==> src/design/clps_pkg.sv <==
// Shared types and constants for the character display sequencer.
// No dependencies; every other design file imports this package.
`timescale 1ns / 1ps

package clps_pkg;

	localparam int CFG_W = 20;
	localparam int COL_W = 7;
	localparam int IDX_W = 3;

	// Offered command codes.
	localparam logic [1:0] CMD_NONE   = 2'd0;
	localparam logic [1:0] CMD_CHAR   = 2'd1;
	localparam logic [1:0] CMD_INIT   = 2'd2;
	localparam logic [1:0] CMD_DEINIT = 2'd3;

	// Configuration register indexes.
	localparam logic [IDX_W-1:0] REG_ENABLE_TICKS  = 3'd0;
	localparam logic [IDX_W-1:0] REG_READ_SETTLE   = 3'd1;
	localparam logic [IDX_W-1:0] REG_BUSY_SETTLE   = 3'd2;
	localparam logic [IDX_W-1:0] REG_COMMAND_WAIT  = 3'd3;
	localparam logic [IDX_W-1:0] REG_CLEAR_WAIT    = 3'd4;
	localparam logic [IDX_W-1:0] REG_WRAP_COLUMN   = 3'd5;

	// Reset values of the configuration registers.
	localparam logic [CFG_W-1:0] RST_ENABLE_TICKS = 20'd1;
	localparam logic [CFG_W-1:0] RST_READ_SETTLE  = 20'd4;
	localparam logic [CFG_W-1:0] RST_BUSY_SETTLE  = 20'd32;
	localparam logic [CFG_W-1:0] RST_COMMAND_WAIT = 20'd200;
	localparam logic [CFG_W-1:0] RST_CLEAR_WAIT   = 20'd8000;
	localparam logic [COL_W-1:0] RST_WRAP_COLUMN  = 7'd20;

	// Controller instruction bytes.
	localparam logic [7:0] BYTE_FUNC_SET    = 8'h38;
	localparam logic [7:0] BYTE_DISPLAY_ON  = 8'h0E;
	localparam logic [7:0] BYTE_CLEAR       = 8'h01;
	localparam logic [7:0] BYTE_ENTRY_MODE  = 8'h06;
	localparam logic [7:0] BYTE_SET_DDRAM   = 8'h80;
	localparam logic [7:0] BYTE_ROW_TWO     = 8'h40;

	localparam logic [COL_W-1:0] COL_MAX = 7'd127;

	// Job step numbers. Steps 0 and 2 are busy polls, and step 4 also in the init job.
	localparam logic [2:0] STEP_POLL_FIRST = 3'd0;
	localparam logic [2:0] STEP_CHAR_ROW   = 3'd1;
	localparam logic [2:0] STEP_POLL_MID   = 3'd2;
	localparam logic [2:0] STEP_CHAR_DATA  = 3'd3;
	localparam logic [2:0] STEP_INIT_FUNC  = 3'd1;
	localparam logic [2:0] STEP_INIT_DISP  = 3'd3;
	localparam logic [2:0] STEP_INIT_POLL  = 3'd4;
	localparam logic [2:0] STEP_INIT_CLEAR = 3'd5;
	localparam logic [2:0] STEP_INIT_ENTRY = 3'd6;

	typedef struct packed {
		logic [CFG_W-1:0] enable_ticks;
		logic [CFG_W-1:0] read_settle_ticks;
		logic [CFG_W-1:0] busy_settle_ticks;
		logic [CFG_W-1:0] command_wait_ticks;
		logic [CFG_W-1:0] clear_wait_ticks;
		logic [COL_W-1:0] wrap_column;
	} clps_cfg_t;

	typedef struct packed {
		logic       enable_pin;
		logic       register_select;
		logic       read_not_write;
		logic [7:0] bus_out;
		logic       bus_drive;
		logic       accepted;
		logic       ready_res;
		logic       initialized;
	} clps_result_t;

endpackage

==> src/design/clps_cfg.sv <==
// Configuration register file of the character display sequencer.
// Depends on clps_pkg for register indexes, reset values and clps_cfg_t.
`timescale 1ns / 1ps

module clps_cfg (
	input  logic                        clk,
	input  logic                        arst_n,
	input  logic                        wr_en,
	input  logic [clps_pkg::IDX_W-1:0]  wr_index,
	input  logic [clps_pkg::CFG_W-1:0]  wr_data,
	output clps_pkg::clps_cfg_t         cfg
);
	import clps_pkg::*;

	clps_cfg_t cfg_q;

	always_ff @(posedge clk or negedge arst_n) begin
		if (!arst_n) begin
			cfg_q.enable_ticks       <= RST_ENABLE_TICKS;
			cfg_q.read_settle_ticks  <= RST_READ_SETTLE;
			cfg_q.busy_settle_ticks  <= RST_BUSY_SETTLE;
			cfg_q.command_wait_ticks <= RST_COMMAND_WAIT;
			cfg_q.clear_wait_ticks   <= RST_CLEAR_WAIT;
			cfg_q.wrap_column        <= RST_WRAP_COLUMN;
		end else if (wr_en) begin
			unique case (wr_index)
				REG_ENABLE_TICKS: cfg_q.enable_ticks       <= wr_data;
				REG_READ_SETTLE:  cfg_q.read_settle_ticks  <= wr_data;
				REG_BUSY_SETTLE:  cfg_q.busy_settle_ticks  <= wr_data;
				REG_COMMAND_WAIT: cfg_q.command_wait_ticks <= wr_data;
				REG_CLEAR_WAIT:   cfg_q.clear_wait_ticks   <= wr_data;
				REG_WRAP_COLUMN:  cfg_q.wrap_column        <= wr_data[COL_W-1:0];
				default: ;
			endcase
		end
	end

	assign cfg = cfg_q;

endmodule

==> src/design/clps_seq.sv <==
// Tick sequencer: phase, step, timer and column state, and the pin levels for one tick.
// Depends on clps_pkg for codes, instruction bytes and the cfg/result structs.
`timescale 1ns / 1ps

module clps_seq #(
	parameter int TW = 20
) (
	input  logic                 clk,
	input  logic                 arst_n,
	input  logic                 step_en,
	input  logic [1:0]           command,
	input  logic [7:0]           char_code,
	input  logic                 first_of_string,
	input  logic [7:0]           bus_in,
	input  clps_pkg::clps_cfg_t  cfg,
	output clps_pkg::clps_result_t res
);
	import clps_pkg::*;

	typedef enum logic [2:0] {
		PH_IDLE,
		PH_POLL_HI,
		PH_POLL_LO,
		PH_SETTLE,
		PH_WR_SETUP,
		PH_WR_HIGH,
		PH_WR_HOLD,
		PH_WAIT
	} phase_t;

	typedef struct packed {
		phase_t        ph;
		logic [2:0]    step;
		logic [TW-1:0] cnt;
		logic          due;
		logic          done;
	} st_t;

	st_t              cur_q, nxt;
	logic             job_q, job_n;
	logic [COL_W-1:0] col_q, col_n, col_base;
	logic [7:0]       pend_q, pend_n;
	logic [TW-1:0]    rs_t, en_t, bs_t, cw_t, clr_t;
	clps_result_t     r;

	// Timer loads, masked to the counter; poll and write phases last at least one tick.
	always_comb begin
		rs_t  = TW'(cfg.read_settle_ticks);
		en_t  = TW'(cfg.enable_ticks);
		bs_t  = TW'(cfg.busy_settle_ticks);
		cw_t  = TW'(cfg.command_wait_ticks);
		clr_t = TW'(cfg.clear_wait_ticks);
		if (rs_t == '0) rs_t = TW'(1);
		if (en_t == '0) en_t = TW'(1);
	end

	function automatic st_t begin_step(input st_t s, input logic [2:0] n, input logic job,
		input logic [TW-1:0] rs, input logic [TW-1:0] en);
		st_t  o;
		logic poll;
		o      = s;
		o.step = n;
		// A character without a row change skips straight to its data write.
		if (job && n == STEP_CHAR_ROW && !s.due) o.step = STEP_CHAR_DATA;
		if (job) poll = (o.step == STEP_POLL_FIRST) || (o.step == STEP_POLL_MID);
		else     poll = (o.step == STEP_POLL_FIRST) || (o.step == STEP_POLL_MID) ||
		                (o.step == STEP_INIT_POLL);
		if (poll) begin
			o.ph  = PH_POLL_HI;
			o.cnt = rs;
		end else begin
			o.ph  = PH_WR_SETUP;
			o.cnt = en;
		end
		return o;
	endfunction

	function automatic st_t finish_step(input st_t s, input logic job,
		input logic [TW-1:0] rs, input logic [TW-1:0] en);
		st_t o;
		o = s;
		if (job && s.step >= STEP_CHAR_DATA) begin
			o.ph  = PH_IDLE;
			o.cnt = '0;
		end else if (!job && s.step >= STEP_INIT_ENTRY) begin
			o.ph   = PH_IDLE;
			o.cnt  = '0;
			o.done = 1'b1;
		end else begin
			if (job && s.step == STEP_CHAR_ROW) o.due = 1'b0;
			o = begin_step(o, s.step + 3'd1, job, rs, en);
		end
		return o;
	endfunction

	function automatic st_t enter_wait(input st_t s, input logic [TW-1:0] ticks,
		input phase_t ph, input logic job, input logic [TW-1:0] rs, input logic [TW-1:0] en);
		st_t o;
		o = s;
		if (ticks == '0) begin
			o = finish_step(s, job, rs, en);
		end else begin
			o.ph  = ph;
			o.cnt = ticks;
		end
		return o;
	endfunction

	function automatic logic [7:0] step_byte(input logic job, input logic [2:0] step,
		input logic [7:0] pend);
		logic [7:0] b;
		if (job) begin
			b = (step == STEP_CHAR_DATA) ? pend : (BYTE_SET_DDRAM | BYTE_ROW_TWO);
		end else begin
			case (step)
				STEP_INIT_FUNC:  b = BYTE_FUNC_SET;
				STEP_INIT_DISP:  b = BYTE_DISPLAY_ON;
				STEP_INIT_CLEAR: b = BYTE_CLEAR;
				default:         b = BYTE_ENTRY_MODE;
			endcase
		end
		return b;
	endfunction

	always_comb begin
		nxt      = cur_q;
		job_n    = job_q;
		col_n    = col_q;
		pend_n   = pend_q;
		col_base = first_of_string ? '0 : col_q;
		r        = '0;

		// Command intake, only from idle.
		if (cur_q.ph == PH_IDLE && command != CMD_NONE) begin
			r.accepted = 1'b1;
			unique case (command)
				CMD_CHAR: begin
					nxt.due = (cfg.wrap_column != '0) && (col_base == cfg.wrap_column);
					col_n   = (col_base < COL_MAX) ? col_base + COL_W'(1) : col_base;
					pend_n  = char_code;
					job_n   = 1'b1;
					nxt     = begin_step(nxt, STEP_POLL_FIRST, 1'b1, rs_t, en_t);
				end
				CMD_INIT: begin
					if (!cur_q.done) begin
						job_n = 1'b0;
						nxt   = begin_step(nxt, STEP_POLL_FIRST, 1'b0, rs_t, en_t);
					end
				end
				CMD_DEINIT: nxt.done = 1'b0;
				default: ;
			endcase
		end

		// Pin levels for this tick, then the timer advance.
		r.bus_drive = nxt.done;
		if (nxt.ph != PH_IDLE) begin
			r.bus_drive = 1'b1;
			case (nxt.ph) inside
				PH_POLL_HI: begin
					r.enable_pin     = 1'b1;
					r.read_not_write = 1'b1;
					r.bus_drive      = 1'b0;
				end
				PH_POLL_LO: begin
					r.read_not_write = 1'b1;
					r.bus_drive      = 1'b0;
				end
				PH_WR_SETUP, PH_WR_HIGH, PH_WR_HOLD: begin
					r.enable_pin      = (nxt.ph == PH_WR_HIGH);
					r.register_select = job_n && (nxt.step == STEP_CHAR_DATA);
					r.bus_out         = step_byte(job_n, nxt.step, pend_n);
				end
				default: ;
			endcase

			if (nxt.cnt > TW'(1)) begin
				nxt.cnt = nxt.cnt - TW'(1);
			end else begin
				case (nxt.ph)
					PH_POLL_HI: begin
						if (bus_in[7]) begin
							nxt.ph  = PH_POLL_LO;
							nxt.cnt = TW'(1);
						end else begin
							nxt = enter_wait(nxt, bs_t, PH_SETTLE, job_n, rs_t, en_t);
						end
					end
					PH_POLL_LO: begin
						nxt.ph  = PH_POLL_HI;
						nxt.cnt = rs_t;
					end
					PH_WR_SETUP: begin
						nxt.ph  = PH_WR_HIGH;
						nxt.cnt = en_t;
					end
					PH_WR_HIGH: begin
						nxt.ph  = PH_WR_HOLD;
						nxt.cnt = en_t;
					end
					PH_WR_HOLD: begin
						nxt = enter_wait(nxt,
							(!job_n && nxt.step == STEP_INIT_CLEAR) ? clr_t : cw_t,
							PH_WAIT, job_n, rs_t, en_t);
					end
					default: nxt = finish_step(nxt, job_n, rs_t, en_t);
				endcase
			end
		end

		r.ready_res   = (nxt.ph == PH_IDLE);
		r.initialized = nxt.done;
	end

	always_ff @(posedge clk or negedge arst_n) begin
		if (!arst_n) begin
			cur_q.ph   <= PH_IDLE;
			cur_q.step <= '0;
			cur_q.cnt  <= '0;
			cur_q.due  <= 1'b0;
			cur_q.done <= 1'b0;
			job_q      <= 1'b0;
			col_q      <= '0;
			pend_q     <= '0;
		end else if (step_en) begin
			cur_q  <= nxt;
			job_q  <= job_n;
			col_q  <= col_n;
			pend_q <= pend_n;
		end
	end

	assign res = r;

endmodule

==> src/design/char_lcd_parallel_sequencer_core.sv <==
// Character display sequencer, top level: one request is one timing tick of the pins.
// The result of a request is registered and presented in the cycle after it is accepted.
// One request per cycle while out_ready is high; the tick logic is a single registered pass.
// Reset (arst_n low, asynchronous): idle, not initialised, column count zero,
// configuration at its defaults, no result pending.
`timescale 1ns / 1ps

module char_lcd_parallel_sequencer_core #(
	parameter int TIMER_WIDTH = 20
) (
	input  logic                        clk,
	input  logic                        arst_n,
	// Configuration write channel.
	input  logic                        cfg_valid,
	output logic                        cfg_ready,
	input  logic [clps_pkg::IDX_W-1:0]  cfg_index,
	input  logic [clps_pkg::CFG_W-1:0]  cfg_data,
	// Request channel: one tick of the sequencer per request.
	input  logic                        in_valid,
	output logic                        in_ready,
	input  logic [1:0]                  command,
	input  logic [7:0]                  char_code,
	input  logic                        first_of_string,
	input  logic [7:0]                  bus_in,
	// Result channel: the pin levels and status after that tick.
	output logic                        out_valid,
	input  logic                        out_ready,
	output logic                        enable_pin,
	output logic                        register_select,
	output logic                        read_not_write,
	output logic [7:0]                  bus_out,
	output logic                        bus_drive,
	output logic                        accepted,
	output logic                        ready_res,
	output logic                        initialized
);
	import clps_pkg::*;

	clps_cfg_t    cfg;
	clps_result_t res;
	clps_result_t res_q;
	logic         out_valid_q;
	logic         take;

	// Configuration must be written only while the sequencer is idle (the user's
	// duty; the block does not enforce it), so the port can always take a write.
	assign cfg_ready = 1'b1;

	clps_cfg u_cfg (
		.clk      (clk),
		.arst_n   (arst_n),
		.wr_en    (cfg_valid),
		.wr_index (cfg_index),
		.wr_data  (cfg_data),
		.cfg      (cfg)
	);

	// A request is taken whenever the result register is empty or is being
	// drained in the same cycle, so with out_ready high a stream runs one request a cycle.
	assign in_ready = !out_valid_q || out_ready;
	assign take     = in_valid && in_ready;

	// The sequencer state only moves on an accepted request; every request
	// yields exactly one result.
	clps_seq #(
		.TW (TIMER_WIDTH)
	) u_seq (
		.clk             (clk),
		.arst_n          (arst_n),
		.step_en         (take),
		.command         (command),
		.char_code       (char_code),
		.first_of_string (first_of_string),
		.bus_in          (bus_in),
		.cfg             (cfg),
		.res             (res)
	);

	// Result register. The payload needs no reset; only the valid flag does.
	always_ff @(posedge clk or negedge arst_n) begin
		if (!arst_n) begin
			out_valid_q <= 1'b0;
		end else if (take) begin
			out_valid_q <= 1'b1;
		end else if (out_ready) begin
			out_valid_q <= 1'b0;
		end
	end

	always_ff @(posedge clk) begin
		if (take) begin
			res_q <= res;
		end
	end

	assign out_valid       = out_valid_q;
	assign enable_pin      = res_q.enable_pin;
	assign register_select = res_q.register_select;
	assign read_not_write  = res_q.read_not_write;
	assign bus_out         = res_q.bus_out;
	assign bus_drive       = res_q.bus_drive;
	assign accepted        = res_q.accepted;
	assign ready_res       = res_q.ready_res;
	assign initialized     = res_q.initialized;

endmodule
==> config.mk <==
export PLATFORM = sky130hd
export DESIGN_NAME = char_lcd_parallel_sequencer_core
export DESIGN_NICKNAME = d
export VERILOG_FILES = /design/src/design/clps_pkg.sv /design/src/design/clps_cfg.sv /design/src/design/clps_seq.sv /design/src/design/char_lcd_parallel_sequencer_core.sv
export SDC_FILE = /design/constraint.sdc
export NUM_CORES = 1
export LEC_CHECK = 0
export ABC_CLOCK_PERIOD_IN_PS = 6000
export BUFFER_PORTS_ARGS = -buffer_cell sky130_fd_sc_hd__buf_2
export CAP_MARGIN = 30
export CORE_UTILIZATION = 40
export CTS_CLUSTER_SIZE = 28
export DETAILED_ROUTE_END_ITERATION = 12
export GPL_TIMING_DRIVEN = 0
export PLACE_DENSITY_LB_ADDON = 0.25
export SLEW_MARGIN = 20
export SYNTH_ARGS = -nofsm -noshare
export SYNTH_HDL_FRONTEND = slang
export SYNTH_HIERARCHICAL = 1
export SYNTH_SLANG_ARGS = --single-unit
==> constraint.sdc <==
create_clock -name clk -period 6 [get_ports clk]
set_input_delay 0.6 -clock clk [delete_from_list [all_inputs] [get_ports clk]]
set_output_delay 0.6 -clock clk [all_outputs]
set_load 0.02 [all_outputs]
# After elaboration in Yosys (flattened, before gate mapping)
# Cells that the tools add are included.
# word_totals
regBits	167
inputBits	47
output_inout_bits	18
elab_cells	251
# classes
addsub	3
order_cmp	4
eq_ne	24
mux	145
n_bitwise	2
reduce_logical	50
# ops
op	count
2-to-1 mux 20 bit	18
2-to-1 mux 3 bit	44
2-to-1 mux 28 bit	3
logical NOT 20 bit	4
case mux 20 bit (4 select lines)	1
2-to-1 mux 1 bit	58
case mux 27 bit (2 select lines)	1
2-to-1 mux 8 bit	4
== test 3 bit (second input constant)	9
== test 3 x 2 -> 1 bit (second input constant)	7
greater-than comparator 20 x 1 -> 1 bit (second input constant)	1
subtractor 20 x 1 -> 20 bit (second input constant)	1
logical NOT 3 bit	6
case mux 6 bit (3 select lines)	1
case mux 3 bit (5 select lines)	1
2-to-1 mux 2 bit	7
2-to-1 mux 7 bit	2
== test 3 x 1 -> 1 bit (second input constant)	4
logical AND 1 bit	12
AND reduction 2 bit	6
case mux 3 bit (3 select lines)	1
adder 7 x 1 -> 7 bit (second input constant)	1
== test 7 bit	1
logical OR 1 bit	7
19 further kinds	28

# Longest topological paths before layout
# logic_depth
word_depth	47
mapped_depth	20
depth_no_buf	15

# Hierarchy
# Netlist, hierarchy kept.
# modules_own_cells
mod	instances	cells_per_inst	area_per_inst_um2
clps_seq	1	699	5452.7
clps_cfg	1	230	4025.1
char_lcd_parallel_sequencer_core	1	21	515.5

# Worst setup path after synthesis
# No wires, ideal clock.
# synth_path
path_type	input-to-reg
from	input port command[0]
to	register res_q (netlist bit ready_res), data pin
arrival_ns	4.338
required_time_ns	5.735
path_slack_ns	1.397
stages	17
path_buffers	3
cell_sequence	inv_1 ha_1 or4b_4 nor2_8 mux2_2 a222oi_1 clkbuf_1 ha_1 buf_1 nor2_1 a221o_1 nor3b_2 nand4_2 or2_1 buf_6 o32ai_2 a211oi_1
# synth_rtl
item	line	text
start: declaration	char_lcd_parallel_sequencer_core.sv:21	input logic [1:0] command,
end signal: assignment	char_lcd_parallel_sequencer_core.sv:92	res_q <= res;
end: declaration	char_lcd_parallel_sequencer_core.sv:41	clps_result_t res_q;

# Worst setup path after layout
# layout_path
from	register u_seq/cur_q[0] in the netlist's numbering
to	register u_seq/cur_q[18] in the netlist's numbering
# layout_between
elab_chain_len	42
elab_cells_between_ends	122
cone_classes	2 x add/sub; 3 x order compare; 14 x eq/ne; 79 x mux; 24 x reduce/logical
# layout_lines
item	line	text
start: declaration	clps_seq.sv:39	st_t cur_q, nxt;
start signal: assignment	clps_seq.sv:226	cur_q <= nxt;
2-to-1 mux 28 bit	clps_seq.sv:145	if (!cur_q.done) begin
case mux 27 bit (2 select lines)	clps_seq.sv:136	unique case (command)
2-to-1 mux 28 bit	clps_seq.sv:134	if (cur_q.ph == PH_IDLE && command != CMD_NONE) begin
== test 3 x 1 -> 1 bit	clps_seq.sv:90	if (job && s.step == STEP_CHAR_ROW) o.due = 1'b0;
logical AND 1 bit	clps_seq.sv:90	
2-to-1 mux 1 bit	clps_seq.sv:90	
2-to-1 mux 1 bit	clps_seq.sv:85	end else if (!job && s.step >= STEP_INIT_ENTRY) begin
2-to-1 mux 1 bit	clps_seq.sv:82	if (job && s.step >= STEP_CHAR_DATA) begin
[26 not listed]	-	
2-to-1 mux 20 bit	clps_seq.sv:68	if (poll) begin
2-to-1 mux 20 bit	clps_seq.sv:85	
2-to-1 mux 20 bit	clps_seq.sv:82	
2-to-1 mux 20 bit	clps_seq.sv:100	if (ticks == '0) begin
2-to-1 mux 20 bit	clps_seq.sv:182	if (bus_in[7]) begin
case mux 20 bit (4 select lines)	clps_seq.sv:180	case (nxt.ph)
2-to-1 mux 20 bit	clps_seq.sv:177	if (nxt.cnt > TW'(1)) begin
2-to-1 mux 28 bit (*)	clps_seq.sv:157	if (nxt.ph != PH_IDLE) begin
# Every way passes the cells marked *; elsewhere a longest branch is shown, timed or not. The select of a mux whose other input is x is not followed.
# A chain may end at the register's enable or synchronous reset.

==> impl_results.md <==
- Setup CP Type: register to register
- Total grt overflow: 0
- # DRC: 0
- Net Sw Power: between 2 and 2.5 mW
- H-tree depth: 4
- Core Footprint: about 0.024 sq mm
- ANT cells: 0
- RSZ-0062 raised after global routing: no
- Post-Route WL: 32.2 mm
- CTS resizes: 0
- Arr. time, crit path: a little under 6000 ps
- Port Buffers: 56
- Fin crit period: about 5500 ps
- Max incr delay on CP: 660 ps
- Sw Share: a little over two fifths
- Setup TNS Final: 0 ps
- RR Endpoint: u_seq/cur_q[18]$_DFFE_PN0P_
- Data required, critical path: roughly 6300 ps
- Max FO, Critical Path: 10
- Netlist cell types: 94
- Async set-reset flop share out of synthesis: between 90% and 100%
- List of most frequent post-synthesis cells: dfrtp_1, mux2_2, nand2_1
- Mapped Cells: 950
- Worst-margin pin slew: approximately 950 ps
- Post-place instance area: around 0.011 sq mm
- Hold Crit Class: input pin to async pin
- Max-slew violation count: 0
- Row count: 57
- Seq/Total Area, Yosys: between 40% and 50%
- Flop pwr share: between 30% and 40%
- Max_cap viols: 0
- Post-DP HPWL: about 24 mm
- Crit-path cells: clkbuf_1, or4b_4, nor2_8, mux2_2, a222oi_1, clkbuf_1, ha_1, buf_1, nor2_1, a221o_1, nor3b_2, nand4_2, or2_1, buf_6, a2111oi_0, nor4_1
- Antenna viol nets, final: 0
- DR vias/cell: 6.32
- Ys flop type: dfrtp_1
- Internal power: 2.80 mW
- Reg area: ~0.0043 sq mm
- Simple-gate portion of the synthesized area: 15.2%
- Leak Pwr: 4.51 nW
- Vias: roughly 8.6k
- Synth Area in XOR/XNOR: about 1.2%
- Vias in the first global route: slightly above 8k
- Yosys top cell area share: 34.6%
- Yosys reg bits: 167
- Crit share post-route: around nine tenths
- CTS hold repair buffers: 0
- Logic gate share of total power: a little over two fifths
- GPL Wtd Cong: ~1.0
- CTS tree: done
- Die Y: roughly 160 um
- Post-synth top area cell: dfrtp_1
- Pwr per Cell Area: around 430 mW/mm^2
- Initial Utilization: ~40%
- Synth Area in Adders: 1.63%
- Number of synthesized flops with an enable pin: 15
- Worst r2r src: u_seq/cur_q[0]$_DFFE_PN0P_
- Most frequent CP cell: clkbuf_1
- Die X: 160 um
- Root buf cell: clkbuf_16
- Cts bufs inserted: 17
- Crit start category: register
- Clock Latency Late Sink: ~440 ps
- Critical path's slowest cell: or4b_4
- WP buf/inv: 4
- Multi-input logic area: between 0.005 and 0.006 sq mm
- Finish-stage setup viols: 0
- Register-to-Register Setup Slack: 510 ps
- Worst-path clk slew: approximately 70 ps
- Initial antenna violation count: 0
- Top cells by area, synth: dfrtp_1, mux2_2, edfxtp_1, dfstp_2, mux2i_1
- Clock Sinks: about 170
- Global-route wire length before repair: between 50 and 60 mm
- Peak Freq: about 180 MHz
- DR WL/cell: between 20 and 25 um
- Mean Syn Cell Area: around 11 sq um
- DRT Pass-1 Iters: 6
- Top-level I/O count: 65
- Final hold slack: ~95 ps
- Fin nets: approximately 1.1k
- Layout area overhead: 12.9%
- CP endpoint kind: register
- GR Util All Layers: between 20 and 30%
- VDD IR-drop max: approximately 0.21 mV
- Synthesized Nets: between 1k and 1.5k
- Synth warnings: 6
- Status: completed
- Setup repair bufs after CTS: 0
- Clk_skew: about 11 ps
- Pin count of the biggest net entering global routing: between 90 and 100
- Clock network fraction of total power: a little over a fifth
- Post-synthesis mux area share: a little under a fifth
- Cell Area, Synth: around 0.01 sq mm
- # fillers: 2349
- R2R cell count: 16
- Design area: 0.0113 sq mm
- Main combinational cell family by area after synthesis: multiplexers
- Most common cell in the synthesized netlist: dfrtp_1
- Complex-gate fraction of the synthesized area: around 17%
- Deepest clock path buffer count: 2
- Die footprint: 0.0256 sq mm
- Final Hold Fails: 0
- Crit path max-delay family: simple AND/OR/NAND/NOR gates
- Share of cells above drive strength 1: ~29%
- Rel. slew slack: between 30% and 40%
- Total power: 4.81 mW
- 1st-iter DRT viols: roughly 1.2k
-- worst reg2reg max path: cells and delay by family, from the launching register on --
family | cells | cell delay [ps]
AND/OR/NAND/NOR | 7 | 1890
buffers and inverters | 4 | 1320
AO/OA/AOI/OAI | 3 | 1180
flip-flops | 1 | 360
multiplexers | 1 | 350
adder cells (fa/ha/maj) | 1 | 250
-- power by group through the flow --
stage                     clock [mW]  combinational, mW  sequential [mW]
after global placement             0               1.94             1.73
after global routing            1.11               2.16             1.76
final                           1.05               2.03             1.73
after floorplan                    0               1.43             1.65
after CTS                       1.06               1.97             1.72
after detailed placement           0               1.96             1.74
-- layout make-up --
cell class / instances / area share, %
sequential: 167 / 37.8
timing repair buffer: 61 / 2.99
inverter: 27 / 0.898
clock buffer: 20 / 3.96
buffer: 58 / 2.58
multi-input combinational: 698 / 47.3
tap: 324 / 3.59
clock inverter: 12 / 0.865
-- sequential cells by signal, indices dropped and copies added, names as in the netlist --
register and count:
ready_res 1, register_select 1, u_cfg/cfg 107, bus_out 8
u_seq/cur_q 28, accepted 1, enable_pin 1, u_seq/col_q 7
bus_drive 1, u_seq/job_q 1, initialized 1, u_seq/pend_q 8
read_not_write 1, out_valid 1
-- layout by cell type (no fill, tap or decap), drive strengths merged, types with 9 or more instances in the layout --
cell,instances
dfrtp,138
mux2,133
buf,93
nand2,81
nor2,52
clkbuf,46
o21ai,44
a21oi,43
mux2i,32
nand3,30
inv,30
nor4,29
a222oi,25
edfxtp,15
dfstp,14
ha,13
nor3,13
o41ai,11
nand4,11
xnor2,9
a31oi,9
-- routing by layer --
layer	vias up	routed length [um]	track usage, %
li1	3821	-	-
met1	4291	14300	36.7
met2	463	14300	38.4
met3	61	2710	5.35
met4	0	873	8.87
met5	-	0	0
-- per-stage QoR --
step / std cells / setup slack (ps) / utilization, %
floorplan: 950 / 1400 / -
global placement: 1330 / 197 / 43.8
detailed placement: 1333 / 201 / 44.0
CTS: 1365 / 599 / 46.2
global route: 1367 / 191 / 46.3
finish: 1367 / 506 / 46.3
-- worst max path at each step --
stage / from / to / depth (start not counted)
2_1_floorplan: command[0] / ready_res$_DFFE_PP_ / 17
3_3_place_gp: command[0] / ready_res$_DFFE_PP_ / 18
3_5_place_dp: command[1] / ready_res$_DFFE_PP_ / 18
4_1_cts: u_seq/cur_q[0]$_DFFE_PN0P_ / ready_res$_DFFE_PP_ / 16
5_1_grt: u_seq/cur_q[0]$_DFFE_PN0P_ / ready_res$_DFFE_PP_ / 16
6_report: u_seq/cur_q[0]$_DFFE_PN0P_ / u_seq/cur_q[18]$_DFFE_PN0P_ / 16
-- cells by family after synthesis --
group	Yosys count
AOI/OAI and AO/OA	227
other	1
buffers and inverters	85
adders and majority gates	13
muxes	165
and+or+nand+nor	278
xor gates and xnor gates	14
DFF	167
No activity file was read; power rests on OpenSTA's default activity.
